### src/hw/rtl/tss_pkg.sv
// types and constants shared by the thread slot scheduler modules
// no dependencies
package tss_pkg;

  localparam int unsigned TimeW      = 32;
  localparam int unsigned InTdataW   = 24;
  localparam int unsigned InTuserW   = 3;
  localparam int unsigned OutTdataW  = 40;
  localparam int unsigned OutSlotW   = 6;
  localparam int unsigned OutIdxW    = 5;
  localparam int unsigned CharW      = 8;
  localparam int unsigned DurW       = 16;

  typedef enum logic [1:0] {
    ST_EMPTY  = 2'd0,
    ST_READY  = 2'd1,
    ST_SLEEP  = 2'd2,
    ST_WAITCH = 2'd3
  } status_e;

  typedef enum logic [2:0] {
    CMD_TICK    = 3'd0,
    CMD_RESCHED = 3'd1,
    CMD_EXIT    = 3'd2,
    CMD_SLEEP   = 3'd3,
    CMD_GETCHAR = 3'd4,
    CMD_NEW     = 3'd5,
    CMD_KEY     = 3'd6,
    CMD_IGNORE  = 3'd7
  } cmd_e;

  typedef enum logic [2:0] {
    S_IDLE,
    S_SCAN_A,
    S_SCAN_W,
    S_EMPTY_CHK,
    S_FIND,
    S_FINISH
  } state_e;

  typedef struct packed {
    logic [TimeW-1:0] wake;
    status_e          status;
  } slot_t;

  typedef struct packed {
    logic empty;
    logic ready;
    logic waitch;
    logic woken;
  } eval_t;

  typedef struct packed {
    logic                no_ready;
    logic                all_empty;
    logic [OutIdxW-1:0]  created_slot;
    logic                created_valid;
    logic [CharW-1:0]    deliver_char;
    logic [OutIdxW-1:0]  deliver_slot;
    logic                deliver_valid;
    logic [OutSlotW-1:0] saved_slot;
    logic                switched;
    logic [OutSlotW-1:0] current_slot;
  } out_t;

endpackage

### src/hw/rtl/thread_slot_scheduler_top.sv
// the slot walk reads one slot per cycle from the slot store through the compare unit
// throughput: one transaction in flight; input is taken again once its result is registered
// reset: all slots empty, no running slot, time and held character zero, no clearing pass
// depends on tss_pkg, tss_slot_store, tss_slot_eval
module thread_slot_scheduler_top #(
  parameter int unsigned SLOTS = 32
) (
  input  logic                             clk_i,
  input  logic                             rst_ni,
  input  logic                             s_axis_tvalid,
  output logic                             s_axis_tready,
  // duration[15:0], char_in[23:16]
  input  logic [tss_pkg::InTdataW-1:0]     s_axis_tdata,
  // command[2:0]
  input  logic [tss_pkg::InTuserW-1:0]     s_axis_tuser,
  output logic                             m_axis_tvalid,
  input  logic                             m_axis_tready,
  // current_slot[5:0], switched[6], saved_slot[12:7], deliver_valid[13],
  // deliver_slot[18:14], deliver_char[26:19], created_valid[27],
  // created_slot[32:28], all_empty[33], no_ready[34], zero[39:35]
  output logic [tss_pkg::OutTdataW-1:0]    m_axis_tdata
);
  import tss_pkg::*;

  localparam int unsigned IW = $clog2(SLOTS);
  localparam int unsigned SW = $clog2(SLOTS + 1);
  localparam logic [SW-1:0] NoneSlot = SW'(SLOTS);
  localparam logic [IW-1:0] LastIdx  = IW'(SLOTS - 1);

  state_e            state_q, state_d;
  cmd_e              cmd_in, cmd_q, cmd_d;
  logic [CharW-1:0]  ch_in, ch_q, ch_d;
  logic [DurW-1:0]   dur_in;
  logic [SW-1:0]     running_q, running_d;
  logic [TimeW-1:0]  time_q, time_d;
  logic [CharW-1:0]  held_q, held_d;
  logic [IW-1:0]     ptr_q, ptr_d;
  logic              iss_q, iss_d;
  logic              ev_vld_q, ev_vld_d;
  logic [IW-1:0]     ev_addr_q, ev_addr_d;
  logic              ev_last_q, ev_last_d;
  logic              found_q, found_d;
  logic [IW-1:0]     pick_q, pick_d;
  out_t              res_q, res_d;
  out_t              out_q, out_d;
  logic              out_vld_q, out_vld_d;

  logic              acc;
  logic              have;
  logic [IW-1:0]     run_idx;
  logic              a_empty;
  state_e            scan_entry;
  logic              pass_end;
  logic              w_hit;
  logic              find_hit;
  logic              out_free;
  logic              pass_state_q, pass_state_d;

  logic              st_we;
  logic [IW-1:0]     st_waddr;
  slot_t             st_wdata;
  slot_t             st_rdata;
  eval_t             ev;

  tss_slot_store #(
    .SLOTS(SLOTS)
  ) u_store (
    .clk_i    (clk_i),
    .rst_ni   (rst_ni),
    .we_i     (st_we),
    .wr_addr_i(st_waddr),
    .wr_data_i(st_wdata),
    .rd_addr_i(ptr_q),
    .rd_data_o(st_rdata)
  );

  tss_slot_eval u_eval (
    .slot_i (st_rdata),
    .time_i (time_q),
    .flags_o(ev)
  );

  assign cmd_in  = cmd_e'(s_axis_tuser);
  assign dur_in  = s_axis_tdata[DurW-1:0];
  assign ch_in   = s_axis_tdata[DurW+CharW-1:DurW];

  assign s_axis_tready = (state_q == S_IDLE);
  assign acc           = s_axis_tvalid && s_axis_tready;
  assign have          = (running_q != NoneSlot);
  assign run_idx       = running_q[IW-1:0];
  assign a_empty       = have && (run_idx == LastIdx);
  assign scan_entry    = a_empty ? S_SCAN_W : S_SCAN_A;
  assign pass_end      = ev_vld_q && ev_last_q;
  assign w_hit         = ev.ready || ev.woken;
  assign find_hit      = ev_vld_q && ((cmd_q == CMD_NEW) ? ev.empty : ev.waitch);
  assign out_free      = !out_vld_q || m_axis_tready;
  assign pass_state_q  = (state_q == S_SCAN_A) || (state_q == S_SCAN_W) ||
                         (state_q == S_EMPTY_CHK) || (state_q == S_FIND);
  assign pass_state_d  = (state_d == S_SCAN_A) || (state_d == S_SCAN_W) ||
                         (state_d == S_EMPTY_CHK) || (state_d == S_FIND);

  // next state
  always_comb begin
    state_d = state_q;
    unique case (state_q)
      S_IDLE: begin
        if (acc) begin
          unique case (cmd_in)
            CMD_TICK, CMD_IGNORE:  state_d = S_FINISH;
            CMD_RESCHED, CMD_SLEEP: state_d = scan_entry;
            CMD_EXIT:              state_d = S_EMPTY_CHK;
            CMD_GETCHAR:           state_d = (have && (held_q != '0)) ? S_FINISH : scan_entry;
            CMD_NEW, CMD_KEY:      state_d = S_FIND;
            default:               state_d = S_FINISH;
          endcase
        end
      end
      S_SCAN_A: begin
        priority if (ev_vld_q && ev.ready) state_d = S_FINISH;
        else if (pass_end)                 state_d = S_SCAN_W;
        else                               state_d = state_q;
      end
      S_SCAN_W: begin
        if (pass_end) state_d = S_FINISH;
      end
      S_EMPTY_CHK: begin
        priority if (ev_vld_q && !ev.empty) state_d = scan_entry;
        else if (pass_end)                  state_d = S_FINISH;
        else                                state_d = state_q;
      end
      S_FIND: begin
        if (find_hit || pass_end) state_d = S_FINISH;
      end
      S_FINISH: begin
        if (out_free) state_d = S_IDLE;
      end
      default: state_d = S_IDLE;
    endcase
  end

  // datapath and store control
  always_comb begin
    cmd_d     = cmd_q;
    ch_d      = ch_q;
    running_d = running_q;
    time_d    = time_q;
    held_d    = held_q;
    ptr_d     = ptr_q;
    iss_d     = iss_q;
    ev_vld_d  = 1'b0;
    ev_addr_d = ev_addr_q;
    ev_last_d = ev_last_q;
    found_d   = found_q;
    pick_d    = pick_q;
    res_d     = res_q;
    out_d     = out_q;
    out_vld_d = out_vld_q && !m_axis_tready;
    st_we     = 1'b0;
    st_waddr  = run_idx;
    st_wdata  = '{wake: time_q, status: ST_EMPTY};

    // walk pipeline: issue one slot read per cycle
    if (pass_state_q && (state_d == state_q) && iss_q) begin
      ev_vld_d  = 1'b1;
      ev_addr_d = ptr_q;
      ev_last_d = (ptr_q == LastIdx);
      ptr_d     = ptr_q + IW'(1);
      iss_d     = (ptr_q != LastIdx);
    end
    if (pass_state_d && (state_d != state_q)) begin
      iss_d   = 1'b1;
      found_d = 1'b0;
      ptr_d   = (state_d == S_SCAN_A && have) ? (run_idx + IW'(1)) : '0;
    end
    if ((state_d == S_SCAN_A || state_d == S_SCAN_W) &&
        (state_q == S_IDLE || state_q == S_EMPTY_CHK)) begin
      res_d.saved_slot = OutSlotW'(running_q);
    end

    unique case (state_q)
      S_IDLE: begin
        if (acc) begin
          cmd_d            = cmd_in;
          ch_d             = ch_in;
          res_d            = '0;
          res_d.saved_slot = OutSlotW'(NoneSlot);
          if ((state_d == S_SCAN_A || state_d == S_SCAN_W)) begin
            res_d.saved_slot = OutSlotW'(running_q);
          end
          unique case (cmd_in)
            CMD_TICK: time_d = time_q + TimeW'(1);
            CMD_EXIT: begin
              st_we = have;
            end
            CMD_SLEEP: begin
              st_we    = have;
              st_wdata = '{wake: time_q + TimeW'(dur_in), status: ST_SLEEP};
            end
            CMD_GETCHAR: begin
              if (have && (held_q != '0)) begin
                res_d.deliver_valid = 1'b1;
                res_d.deliver_slot  = OutIdxW'(run_idx);
                res_d.deliver_char  = held_q;
                held_d              = '0;
              end else begin
                st_we    = have;
                st_wdata = '{wake: time_q, status: ST_WAITCH};
              end
            end
            default: ;
          endcase
        end
      end
      S_SCAN_A: begin
        if (ev_vld_q && ev.ready) begin
          running_d      = SW'(ev_addr_q);
          res_d.switched = 1'b1;
        end
      end
      S_SCAN_W: begin
        if (ev_vld_q) begin
          if (ev.woken) begin
            st_we    = 1'b1;
            st_waddr = ev_addr_q;
            st_wdata = '{wake: time_q, status: ST_READY};
          end
          if (w_hit && !found_q) begin
            found_d = 1'b1;
            pick_d  = ev_addr_q;
          end
          if (ev_last_q) begin
            if (found_q || w_hit) begin
              running_d      = found_q ? SW'(pick_q) : SW'(ev_addr_q);
              res_d.switched = 1'b1;
            end else begin
              running_d      = NoneSlot;
              res_d.no_ready = 1'b1;
            end
          end
        end
      end
      S_EMPTY_CHK: begin
        if (pass_end && ev.empty) begin
          res_d.all_empty = 1'b1;
          running_d       = NoneSlot;
        end
      end
      S_FIND: begin
        if (find_hit) begin
          st_we    = 1'b1;
          st_waddr = ev_addr_q;
          st_wdata = '{wake: time_q, status: ST_READY};
          if (cmd_q == CMD_NEW) begin
            res_d.created_valid = 1'b1;
            res_d.created_slot  = OutIdxW'(ev_addr_q);
          end else begin
            res_d.deliver_valid = 1'b1;
            res_d.deliver_slot  = OutIdxW'(ev_addr_q);
            res_d.deliver_char  = ch_q;
          end
        end else if (pass_end && (cmd_q == CMD_KEY)) begin
          held_d = ch_q;
        end
      end
      S_FINISH: begin
        if (out_free) begin
          out_d              = res_q;
          out_d.current_slot = OutSlotW'(running_q);
          out_vld_d          = 1'b1;
        end
      end
      default: ;
    endcase
  end

  always_ff @(posedge clk_i or negedge rst_ni) begin
    if (!rst_ni) begin
      state_q   <= S_IDLE;
      running_q <= NoneSlot;
      time_q    <= '0;
      held_q    <= '0;
      iss_q     <= 1'b0;
      ev_vld_q  <= 1'b0;
      found_q   <= 1'b0;
      out_vld_q <= 1'b0;
    end else begin
      state_q   <= state_d;
      running_q <= running_d;
      time_q    <= time_d;
      held_q    <= held_d;
      iss_q     <= iss_d;
      ev_vld_q  <= ev_vld_d;
      found_q   <= found_d;
      out_vld_q <= out_vld_d;
    end
  end

  always_ff @(posedge clk_i) begin
    cmd_q     <= cmd_d;
    ch_q      <= ch_d;
    ptr_q     <= ptr_d;
    ev_addr_q <= ev_addr_d;
    ev_last_q <= ev_last_d;
    pick_q    <= pick_d;
    res_q     <= res_d;
    out_q     <= out_d;
  end

  assign m_axis_tvalid = out_vld_q;
  assign m_axis_tdata  = {(OutTdataW - $bits(out_t))'(0), out_q};

endmodule

### src/hw/rtl/tss_ram.sv
// generic single-port-write, single-port-read ram with registered read
// no dependencies
module tss_ram #(
  parameter int unsigned WIDTH = 34,
  parameter int unsigned DEPTH = 32
) (
  input  logic                                   clk_i,
  input  logic                                   we_i,
  input  logic [((DEPTH > 1) ? $clog2(DEPTH) : 1)-1:0] waddr_i,
  input  logic [WIDTH-1:0]                       wdata_i,
  input  logic [((DEPTH > 1) ? $clog2(DEPTH) : 1)-1:0] raddr_i,
  output logic [WIDTH-1:0]                       rdata_o
);

  logic [WIDTH-1:0] mem_q [DEPTH];
  logic [WIDTH-1:0] rdata_q;

  always_ff @(posedge clk_i) begin
    if (we_i) begin
      mem_q[waddr_i] <= wdata_i;
    end
    rdata_q <= mem_q[raddr_i];
  end

  assign rdata_o = rdata_q;

endmodule

### src/hw/rtl/tss_slot_store.sv
// slot status and wake time store: ram plus per-slot valid bits
// depends on tss_pkg and tss_ram; a slot never written reads as empty
module tss_slot_store #(
  parameter int unsigned SLOTS = 32
) (
  input  logic                       clk_i,
  input  logic                       rst_ni,
  input  logic                       we_i,
  input  logic [$clog2(SLOTS)-1:0]   wr_addr_i,
  input  tss_pkg::slot_t             wr_data_i,
  input  logic [$clog2(SLOTS)-1:0]   rd_addr_i,
  output tss_pkg::slot_t             rd_data_o
);
  import tss_pkg::*;

  logic [SLOTS-1:0]    vld_q;
  logic                rd_vld_q;
  logic [$bits(slot_t)-1:0] ram_rdata;
  slot_t               ram_slot;

  tss_ram #(
    .WIDTH($bits(slot_t)),
    .DEPTH(SLOTS)
  ) u_ram (
    .clk_i  (clk_i),
    .we_i   (we_i),
    .waddr_i(wr_addr_i),
    .wdata_i(wr_data_i),
    .raddr_i(rd_addr_i),
    .rdata_o(ram_rdata)
  );

  always_ff @(posedge clk_i or negedge rst_ni) begin
    if (!rst_ni) begin
      vld_q    <= '0;
      rd_vld_q <= 1'b0;
    end else begin
      if (we_i) begin
        vld_q[wr_addr_i] <= 1'b1;
      end
      rd_vld_q <= vld_q[rd_addr_i];
    end
  end

  always_comb begin
    ram_slot  = slot_t'(ram_rdata);
    rd_data_o = ram_slot;
    if (!rd_vld_q) begin
      rd_data_o.status = ST_EMPTY;
    end
  end

endmodule

### src/hw/rtl/tss_slot_eval.sv
// shared slot compare unit: classifies one slot and checks its wake time
// depends on tss_pkg
module tss_slot_eval (
  input  tss_pkg::slot_t                slot_i,
  input  logic [tss_pkg::TimeW-1:0]     time_i,
  output tss_pkg::eval_t                flags_o
);
  import tss_pkg::*;

  always_comb begin
    flags_o.empty  = (slot_i.status == ST_EMPTY);
    flags_o.ready  = (slot_i.status == ST_READY);
    flags_o.waitch = (slot_i.status == ST_WAITCH);
    flags_o.woken  = (slot_i.status == ST_SLEEP) && (slot_i.wake <= time_i);
  end

endmodule
### config.mk
export PLATFORM = sky130hd
export DESIGN_NAME = thread_slot_scheduler_top
export DESIGN_NICKNAME = d
export VERILOG_FILES = /design/src/hw/rtl/tss_pkg.sv /design/src/hw/rtl/thread_slot_scheduler_top.sv /design/src/hw/rtl/tss_ram.sv /design/src/hw/rtl/tss_slot_store.sv /design/src/hw/rtl/tss_slot_eval.sv
export SDC_FILE = /design/constraint.sdc
export NUM_CORES = 1
export LEC_CHECK = 0
export ABC_AREA = 1
export BUFFER_PORTS_ARGS = -buffer_cell sky130_fd_sc_hd__buf_2
export CAP_MARGIN = 15
export CORE_MARGIN = 2
export CORE_UTILIZATION = 30
export DETAILED_ROUTE_END_ITERATION = 10
export MAX_ROUTING_LAYER = met4
export PLACE_DENSITY = 0.53
export RECOVER_POWER = 25
export SYNTH_ARGS = -nofsm -noshare
export SYNTH_HDL_FRONTEND = slang
export SYNTH_SLANG_ARGS = --single-unit
### constraint.sdc
create_clock -name clk_i -period 4.6 [get_ports clk_i]
set_clock_uncertainty 0.1 [all_clocks]
set_input_delay 0.92 -clock clk_i [delete_from_list [all_inputs] [get_ports clk_i]]
set_output_delay 0.92 -clock clk_i [all_outputs]
set_load 0.02 [all_outputs]
=== Word level (Yosys, flattened, before mapping) ===
Memory sizes are Yosys's and may differ from the RTL's. A register that Yosys moved wholly into a read port is not among the register bits.
Index checks and enable logic that the tools add are counted.

* Bits in writable memories: 1088
* Register bits: 177
* Word-level logic and storage cells: 227
* Output and inout bits: 42
* Memories: 1

* Bitwise logic cells: 1
* Add/subtract/negate cells: 4
* Reductions and logical operators: 58
* Magnitude comparators: 4
* Equality and inequality tests: 41
* Muxes and demuxes: 83

{| class="wikitable"
|+ Memories
! memory !! depth !! width !! rd ports !! clocked after memory_dff !! wr ports !! RTL line !! RTL
|-
| u_store.u_ram.mem_q || 32 || 34 || 1 || 1 || 1 || tss_ram.sv:15 || <nowiki>logic [WIDTH-1:0] mem_q [DEPTH];</nowiki>
|}

{| class="wikitable"
|+ Operators with widths
! cell !! count
|-
| 34-bit case mux with 3 select lines || 1
|-
| 34-bit case mux with 2 select lines || 1
|-
| 6-bit 2-to-1 mux || 9
|-
| 14-bit 2-to-1 mux || 3
|-
| 8-bit 2-to-1 mux || 5
|-
| 20-bit case mux with 2 select lines || 1
|-
| 35-bit 2-to-1 mux || 1
|-
| 5-bit 2-to-1 mux || 7
|-
| 34-bit 2-to-1 mux || 1
|-
| 32-bit by 1-bit adder with 32-bit output (second input constant) || 1
|-
| 32-bit by 16-bit adder with 32-bit output || 1
|-
| 32-bit <= comparator || 1
|-
| 32-bit bitwise OR || 1
|-
| 1-bit 2-to-1 mux || 30
|-
| 3-bit == test (second input constant) || 9
|-
| 3-bit 2-to-1 mux || 8
|-
| 20-bit 2-to-1 mux || 1
|-
| 3-bit by 2-bit == test with 1-bit output (second input constant) || 6
|-
| 1-bit logical AND || 18
|-
| 3-bit case mux with 6 select lines || 1
|-
| 6-bit case mux with 3 select lines || 1
|-
| 2-bit by 1-bit != test with 1-bit output (second input constant) || 8
|-
| 8-bit case mux with 2 select lines || 1
|-
| 3-bit case mux with 5 select lines || 1
|-
| 31 further kinds || 74
|}

=== Logic depth before layout (Yosys ltp) ===
Gate-level depths: netlist of run 1.

* Depth in word-level cells: 16
* Gate-level depth with buffers: 23
* Mapped depth without buffers: 23

=== Hierarchy ===
A second synthesis of run 1 with hierarchy kept.

* Cell total of the unflattened synthesis: 4931
* Area, all modules: 54817.6 µm²

{| class="wikitable"
|+ By module, submodules not included
! module !! instances !! sequential area each (µm²) !! area an instance (µm²) !! cells an instance
|-
| tss_ram || 1 || 33352.0 || 44662.8 || 3754
|-
| thread_slot_scheduler_top || 1 || 4000.1 || 7749.9 || 864
|-
| tss_slot_store || 1 || 825.8 || 1511.4 || 164
|-
| tss_slot_eval || 1 || 0.0 || 893.4 || 149
|}

=== Worst setup path after synthesis of run 1 ===
OpenSTA, ideal clock, no wires.

* Kind: reg-to-reg
* From: reg time_q[15]
* To: mem u_store.u_ram.mem_q[10][0], enable pin
* Slack: 0.451 ns
* Cell stages (with the launch flop): 17
* Data arrival time: 3.624 ns
* Path buffers: 1
* Clock period less this slack: 4.149 ns
* Setup time: 0.425 ns
* Path through: dfrtp_1 clkbuf_1 inv_1 ha_1 a21oi_1 o21ai_0 a21oi_1 nand2_1 nand2_1 nand2_1 nand2_2 nand3_1 nand2_1 nand3_1 nand3_1 nand3_1 nor2_1

* Longest elaborated chain between the ends: 7
* Elaborated cells between the ends (all ways): 10

{| class="wikitable"
|+ RTL lines
! item !! RTL line !! RTL
|-
| start: declaration || thread_slot_scheduler_top.sv:35 || <nowiki>logic [TimeW-1:0] time_q, time_d;</nowiki>
|-
| start signal: assignment || thread_slot_scheduler_top.sv:289 || <nowiki>time_q <= time_d;</nowiki>
|-
| 32-bit <= comparator * || tss_slot_eval.sv:14 || <nowiki>flags_o.woken = (slot_i.status == ST_SLEEP) && (slot_i.wake <= time_i);</nowiki>
|-
| 1-bit logical AND * || tss_slot_eval.sv:14 ||
|-
| 1-bit 2-to-1 mux || thread_slot_scheduler_top.sv:222 || <nowiki>if (ev.woken) begin</nowiki>
|-
| 1-bit 2-to-1 mux || thread_slot_scheduler_top.sv:221 || <nowiki>if (ev_vld_q) begin</nowiki>
|-
| 1-bit case mux with 3 select lines || thread_slot_scheduler_top.sv:180 || <nowiki>unique case (state_q)</nowiki>
|-
| 1-bit 2-to-1 mux || tss_ram.sv:19 || <nowiki>if (we_i) begin</nowiki>
|-
| 1-bit 2-to-1 mux (implied by the code) || tss_ram.sv:20 || <nowiki>mem_q[waddr_i] <= wdata_i;</nowiki>
|-
| end: declaration || tss_ram.sv:15 ||
|}

Mark *: on every way between the ends. The rest lies on a longest branch, timed or not.

==> results of run 1 <==
==> layout make-up <==
type,count,area [sq um]
fillers,17100,114000
flip-flops and latches,1299,38200
multi-input cells,2480,13000
clock buffers,186,3760
well taps,2340,2930
repair buffers,223,1920
inverters,199,766
clock inverters,63,597
diodes,2,5.00
==> synth_stat cells, types with 9 or more instances <==
master | instances | share of area
edfxtp_1 | 1173 | 0.67
nor2_1 | 666 | 0.047
o21ai_0 | 645 | 0.061
nand2_1 | 319 | 0.023
clkbuf_1 | 211 | 0.015
inv_1 | 185 | 0.013
o22ai_1 | 183 | 0.022
nand3_1 | 137 | 0.013
a21oi_1 | 104 | 0.0099
o221ai_1 | 96 | 0.016
dfrtp_1 | 85 | 0.040
ha_1 | 54 | 0.013
xor2_1 | 53 | 0.0088
dfxtp_1 | 40 | 0.015
nand4_1 | 23 | 0.0027
nor3_1 | 22 | 0.0021
buf_2 | 18 | 0.0017
a31oi_1 | 17 | 0.0020
buf_1 | 16 | 0.0011
a221oi_1 | 14 | 0.0023
a32oi_1 | 13 | 0.0022
o21ai_1 | 13 | 0.0012
o211ai_1 | 12 | 0.0017
a211oi_1 | 11 | 0.0016
nor2_2 | 11 | 0.0013
o211a_1 | 10 | 0.0019
inv_2 | 9 | 0.00064
nor4_1 | 9 | 0.0011
==> layer usage <==
metal	vias up	GRT usage	share of wire
met5	-	-	0
met2	1441	0.264	0.45
met4	0	0.0476	0.023
met1	17500	0.245	0.45
met3	239	0.0309	0.075
li1	15800	-	-
==> power breakdown <==
part	total, mW	internal [mW]	switching [mW]
clock	10.8	6.29	4.54
sequential	14.6	14.2	0.427
combinational	13.3	3.38	9.91
==> stage by stage <==
step           hold WS [ns]  cell area (sq um)
2_1_floorplan         0.300              52800
3_3_place_gp          0.302              57000
3_5_place_dp          0.305              57000
4_1_cts               0.161              61400
5_1_grt               0.210              61200
6_report              0.244              61200
==> how the worst max path moves through the flow <==
stage / start / end / cells after the start
2_1_floorplan: time_q[15]$_DFFE_PN0P_ / u_store.u_ram.mem_q[10][0]$_DFFE_PP_ / 16
4_1_cts: time_q[7]$_DFFE_PN0P_ / u_store.u_ram.mem_q[4][7]$_DFFE_PP_ / 19
6_report: ptr_q[0]$_DFFE_PP_ / u_store.u_ram.rdata_o[33]$_DFF_P_ / 9
5_1_grt: ptr_q[0]$_DFFE_PP_ / u_store.u_ram.rdata_o[33]$_DFF_P_ / 9
3_5_place_dp: s_axis_tdata[13] / u_store.u_ram.mem_q[21][25]$_DFFE_PP_ / 9
3_3_place_gp: s_axis_tdata[13] / u_store.u_ram.mem_q[23][25]$_DFFE_PP_ / 9
==> cell families (layout without fill, tap and decap cells) <==
family / after synthesis / after routing / synth area share
compound gates: 1148 / 1148 / 0.126
xor+xnor: 57 / 57 / 0.00945
fa+ha+maj: 55 / 55 / 0.0132
buf+inv: 452 / 671 / 0.0331
flops: 1299 / 1299 / 0.723
other cells: 1 / 7 / 0.0000710
simple gates: 1215 / 1215 / 0.0957
==> state kept, by name (all words and copies together) (netlist names) <==
name / count
u_store.u_ram.mem_q: 1088
m_axis_tdata: 35
u_store.u_ram.rdata_o: 34
time_q: 32
u_store.vld_q: 32
res_q: 29
ch_q: 8
held_q: 8
running_q: 6
ev_addr_q: 5
pick_q: 5
ptr_q: 5
cmd_q: 3
state_q: 3
ev_last_q: 1
ev_vld_q: 1
found_q: 1
iss_q: 1
m_axis_tvalid: 1
u_store.rd_vld_q: 1
==> flow_summary.json, run 1 <==
{
  "path_delay_family": "buffers and inverters",
  "fin_crit_sh": 0.925,
  "yosys_register_bits": 1299,
  "yosysSeqAreaShare": 0.723,
  "ctsHoldBuffers": 0,
  "cts-root-buf": "clkbuf_16",
  "dp.cells": 6540,
  "regToRegSetupSlack_ns": 0.34,
  "hold_path_startpoint": "s_axis_tdata[18]",
  "hpwl_mm": 93.9,
  "postSynth.asyncResetShare": 0.0662,
  "drt-initial-drc-count": 4016,
  "syn2layout_area_growth_pct": 15.8,
  "hp-class": "input pin to flip-flop",
  "critPathArrivalTime_ns": 4.71,
  "antenna_found_initial": 10,
  "total_power_mw": 38.8,
  "drc_errors": 0,
  "setup_tns_ns": 0,
  "overflow": 0,
  "die_area_sq_mm": 0.179,
  "syn_avg_cell_area_sq_um": 12.5,
  "period_minus_slack_ns": 4.26,
  "fp.dieW_microns": 424,
  "clk_latency_ns": 0.77,
  "hold_depth": 1,
  "die_y_microns": 424,
  "core_area_sq_mm": 0.176,
  "finish.utilization": 0.348,
  "dr.pass1.iters": 6,
  "finalNetCount": 4425,
  "final_common_cell": "edfxtp_1",
  "ir_drop_mv": 0.429,
  "drive_gt1_frac": 0.0987,
  "hold_viol": 0,
  "rsz0062_at_grt": "false",
  "cpMostUsedCell": "o21ai_0",
  "powerDensity_mw_per_mm2": 634,
  "clkSlewWorstSetupHoldPaths_ns": 0.07,
  "syn-instance-count": 4227,
  "min_to": "ch_q[2]$_DFFE_PP_",
  "path_buf_inv": 3,
  "portBuffers": 67,
  "track_usage": 0.176,
  "rr_endpoint": "u_store.u_ram.rdata_o[33]$_DFF_P_",
  "vias_per_cell": 5.15,
  "slew_viol_final": 264,
  "cts.htree.levels": 4,
  "power_leakage_nw": 20.8,
  "grt_pass1_vias": 33100,
  "gp_congestion": 0.880,
  "finalSetupViolations": 0,
  "r2r_start": "ptr_q[0]$_DFFE_PP_",
  "postCtsSetupRepairBufs": 0,
  "required_ns": 5.06,
  "endpoint_kind": "flip-flop",
  "status": "complete, but fails checks",
  "path_max_fanout": 99,
  "ant_nets": 0,
  "setup_slack_ns": 0.344,
  "dp_slack_ns": 0.277,
  "rows": 154,
  "relSlewSlack": -1.55,
  "num_vias": 35000,
  "boundaryPins": 73,
  "wire_per_inst_microns": 23.1,
  "cts_buffers": 136,
  "synth-edff-count": 1173,
  "cpMaxStageDelayCell": "clkbuf_2",
  "stdcell_count": 6792,
  "worst_slew_pin_slew_ns": 3.82,
  "critPathLaunchType": "flip-flop",
  "clockBufferDepth": 3,
  "failed_checks": "capacitance limit, slew limit",
  "cts.sinks": 1299,
  "yosys_warnings": 0,
  "routed_wl_mm": 157,
  "cts.repair.resized": 0,
  "synthFlopType": "edfxtp_1",
  "r2r_cells": 9,
  "syn_area_sq_mm": 0.0528,
  "critical_path.max_stage_delay_ns": 1.29,
  "grt_pass1_wl_mm": 228,
  "drv_cap": 6,
  "path_cells": "buf_12 -> inv_8 -> clkbuf_2 -> o21ai_0 -> o22ai_1 -> nand2_1 -> o21ai_0 -> a211oi_1 -> a31oi_1",
  "start_util": 0.301,
  "critPathKind": "flip-flop to flip-flop",
  "cts_tree": "done",
  "grt_max_degree": 158,
  "layout_common_cells": "edfxtp_1, nor2_1, o21ai_0",
  "fmax_ghz": 0.235,
  "synthDistinctLibCells": 55
}
Power figures use the tool's default switching activity.
==> run 2, diff against run 1 <==
--- a/config.mk
+++ b/config.mk
@@ -10,9 +10,9 @@
 export CAP_MARGIN = 15
 export CORE_MARGIN = 2
 export CORE_UTILIZATION = 30
+export CTS_BUF_LIST = sky130_fd_sc_hd__clkbuf_4 sky130_fd_sc_hd__clkbuf_8
 export DETAILED_ROUTE_END_ITERATION = 10
 export MAX_ROUTING_LAYER = met4
-export PLACE_DENSITY = 0.53
 export RECOVER_POWER = 25
 export SYNTH_ARGS = -nofsm -noshare
 export SYNTH_HDL_FRONTEND = slang
==> flow_summary.json, run 2 (synthesized netlist as in run 1, its figures left out) <==
{
  "path_max_fanout": 32,
  "setup_tns_ns": 0,
  "powerDensity_mw_per_mm2": 614,
  "critPathLaunchType": "flip-flop",
  "gp_congestion": 0.894,
  "slew_viol_final": 272,
  "critPathKind": "flip-flop to flip-flop",
  "rows": 154,
  "wire_per_inst_microns": 22.1,
  "critical_path.max_stage_delay_ns": 0.79,
  "portBuffers": 67,
  "cp-startpoint": "state_q[0]$_DFF_PN0_",
  "pwr-share-clk": 0.257,
  "internal_power_mw": 22.7,
  "grt_max_degree": 192,
  "worst_slew_pin_slew_ns": 2.81,
  "power_frac_comb": 0.350,
  "drc_errors": 0,
  "failed_checks": "capacitance limit, slew limit",
  "syn2layout_area_growth_pct": 14.9,
  "switching_share": 0.392,
  "cts.htree.levels": 4,
  "vias_per_cell": 5.17,
  "ir_drop_mv": 0.425,
  "cts_tree": "done",
  "clkSlewWorstSetupHoldPaths_ns": 0.06,
  "dr.max_layer_used": "met4",
  "fp.dieW_microns": 424,
  "postPlaceCellArea_sq_mm": 0.0570,
  "path_cells": "nor2_1 -> inv_1 -> nor2_8 -> nand2_1 -> nor2_1 -> clkbuf_1 -> inv_1 -> o21ai_0 -> clkbuf_2",
  "ctsHoldBuffers": 1,
  "period_minus_slack_ns": 4.20,
  "stdcell_count": 6912,
  "cts.sinks": 1299,
  "total_power_mw": 37.3,
  "overflow": 0,
  "cts_buffers": 204,
  "path_delay_family": "buffers and inverters",
  "post-route-cell-area_sq_mm": 0.0607,
  "rsz0062_at_grt": "false",
  "antenna_found_initial": 11,
  "power_frac_seq": 0.393,
  "drive_gt1_frac": 0.125,
  "cpMaxStageDelayCell": "clkbuf_2",
  "required_ns": 5.07,
  "routed_wl_mm": 153,
  "endpoint_kind": "flip-flop",
  "critPathArrivalTime_ns": 4.67,
  "hp-class": "input pin to flip-flop",
  "grt_pass1_wl_mm": 225,
  "finalSetupViolations": 0,
  "whs_ns": 0.0973,
  "boundaryPins": 73,
  "die_area_sq_mm": 0.179,
  "dr.pass1.iters": 6,
  "relSlewSlack": -0.873,
  "postCtsSetupRepairBufs": 0,
  "p_sw_mw": 14.6,
  "start_util": 0.301,
  "dp.cells": 6534,
  "clk_latency_ns": 0.93,
  "path_buf_inv": 4,
  "dp_slack_ns": 0.374,
  "setup_slack_ns": 0.400,
  "hpwl_mm": 91.2,
  "r2r_start": "state_q[0]$_DFF_PN0_",
  "cts.repair.resized": 0,
  "final_common_cell": "edfxtp_1",
  "top_register": "u_store.u_ram.mem_q",
  "clockBufferDepth": 3,
  "wl_met2_mm": 69.3,
  "finish.utilization": 0.346,
  "wl_met3_mm": 13.3,
  "fmax_ghz": 0.238,
  "status": "complete, but fails checks",
  "largest_reg_flops": 1088,
  "power_leakage_nw": 20.7,
  "hold_path_startpoint": "s_axis_tdata[22]",
  "fin_crit_sh": 0.913,
  "num_vias": 35700,
  "ant_nets": 0,
  "layout_common_cells": "edfxtp_1, nor2_1, o21ai_0",
  "hold_viol": 0,
  "grt_pass1_vias": 34000,
  "track_usage": 0.171,
  "drt-initial-drc-count": 4345,
  "cts-root-buf": "clkbuf_8",
  "wl_met1_mm": 66.4,
  "core_area_sq_mm": 0.176,
  "finalNetCount": 4487,
  "drv_cap": 9,
  "die_y_microns": 424
}
## run 2: power groups by stage
stage               Clock, mW  Sequential [mW]  Combinational (mW)
CTS                      9.71             14.7                12.9
global placement            0             14.9                12.8
global route             10.2             14.7                14.1
detailed placement          0             14.9                12.9
floorplan                   0             14.8                7.59
finish                   9.57             14.7                13.1
## run 2: final timing paths
| kind | end | slack, ns | depth (start not counted) |
|---|---|---|---|
| max reg2reg | u_store.u_ram.mem_q[25][5]$_DFFE_PP_ | 0.40 | 9 |
| min | ch_q[6]$_DFFE_PP_ | 0.1 | 1 |
| max in group asynchronous | u_store.vld_q[29]$_DFFE_PN0P_ | 0.98 | 3 |
| max | u_store.u_ram.mem_q[25][5]$_DFFE_PP_ | 0.40 | 9 |
| min in group asynchronous | u_store.rd_vld_q$_DFF_PN0_ | 0.90 | 2 |
| min reg2reg | m_axis_tdata[16]$_DFFE_PP_ | 0.32 | 0 |
## run 2: final cells by class
| type | instances | area (sq um) |
|---|---|---|
| flip-flops and latches | 1299 | 38200 |
| well taps | 2340 | 2930 |
| inverters | 199 | 766 |
| repair buffers | 217 | 1870 |
| clock inverters | 79 | 453 |
| multi-input cells | 2480 | 13000 |
| fillers | 17000 | 115000 |
| diodes | 4 | 10.0 |
| clock buffers | 294 | 3530 |
## run 2: worst register-to-register path: cells and delay by family (launching register included)
family	cells	cell delay [ns]
buffers and inverters	4	1.83
and+or+nand+nor	4	1.16
AOI/OAI and AO/OA	1	0.31
DFF	1	0.43
## run 2: metal layers
metal  vias to the layer above  global-route usage
met4                         0              0.0508
met1                     17800               0.237
met5                         -                   -
met2                      1786               0.257
met3                       251              0.0291
li1                      15900                   -
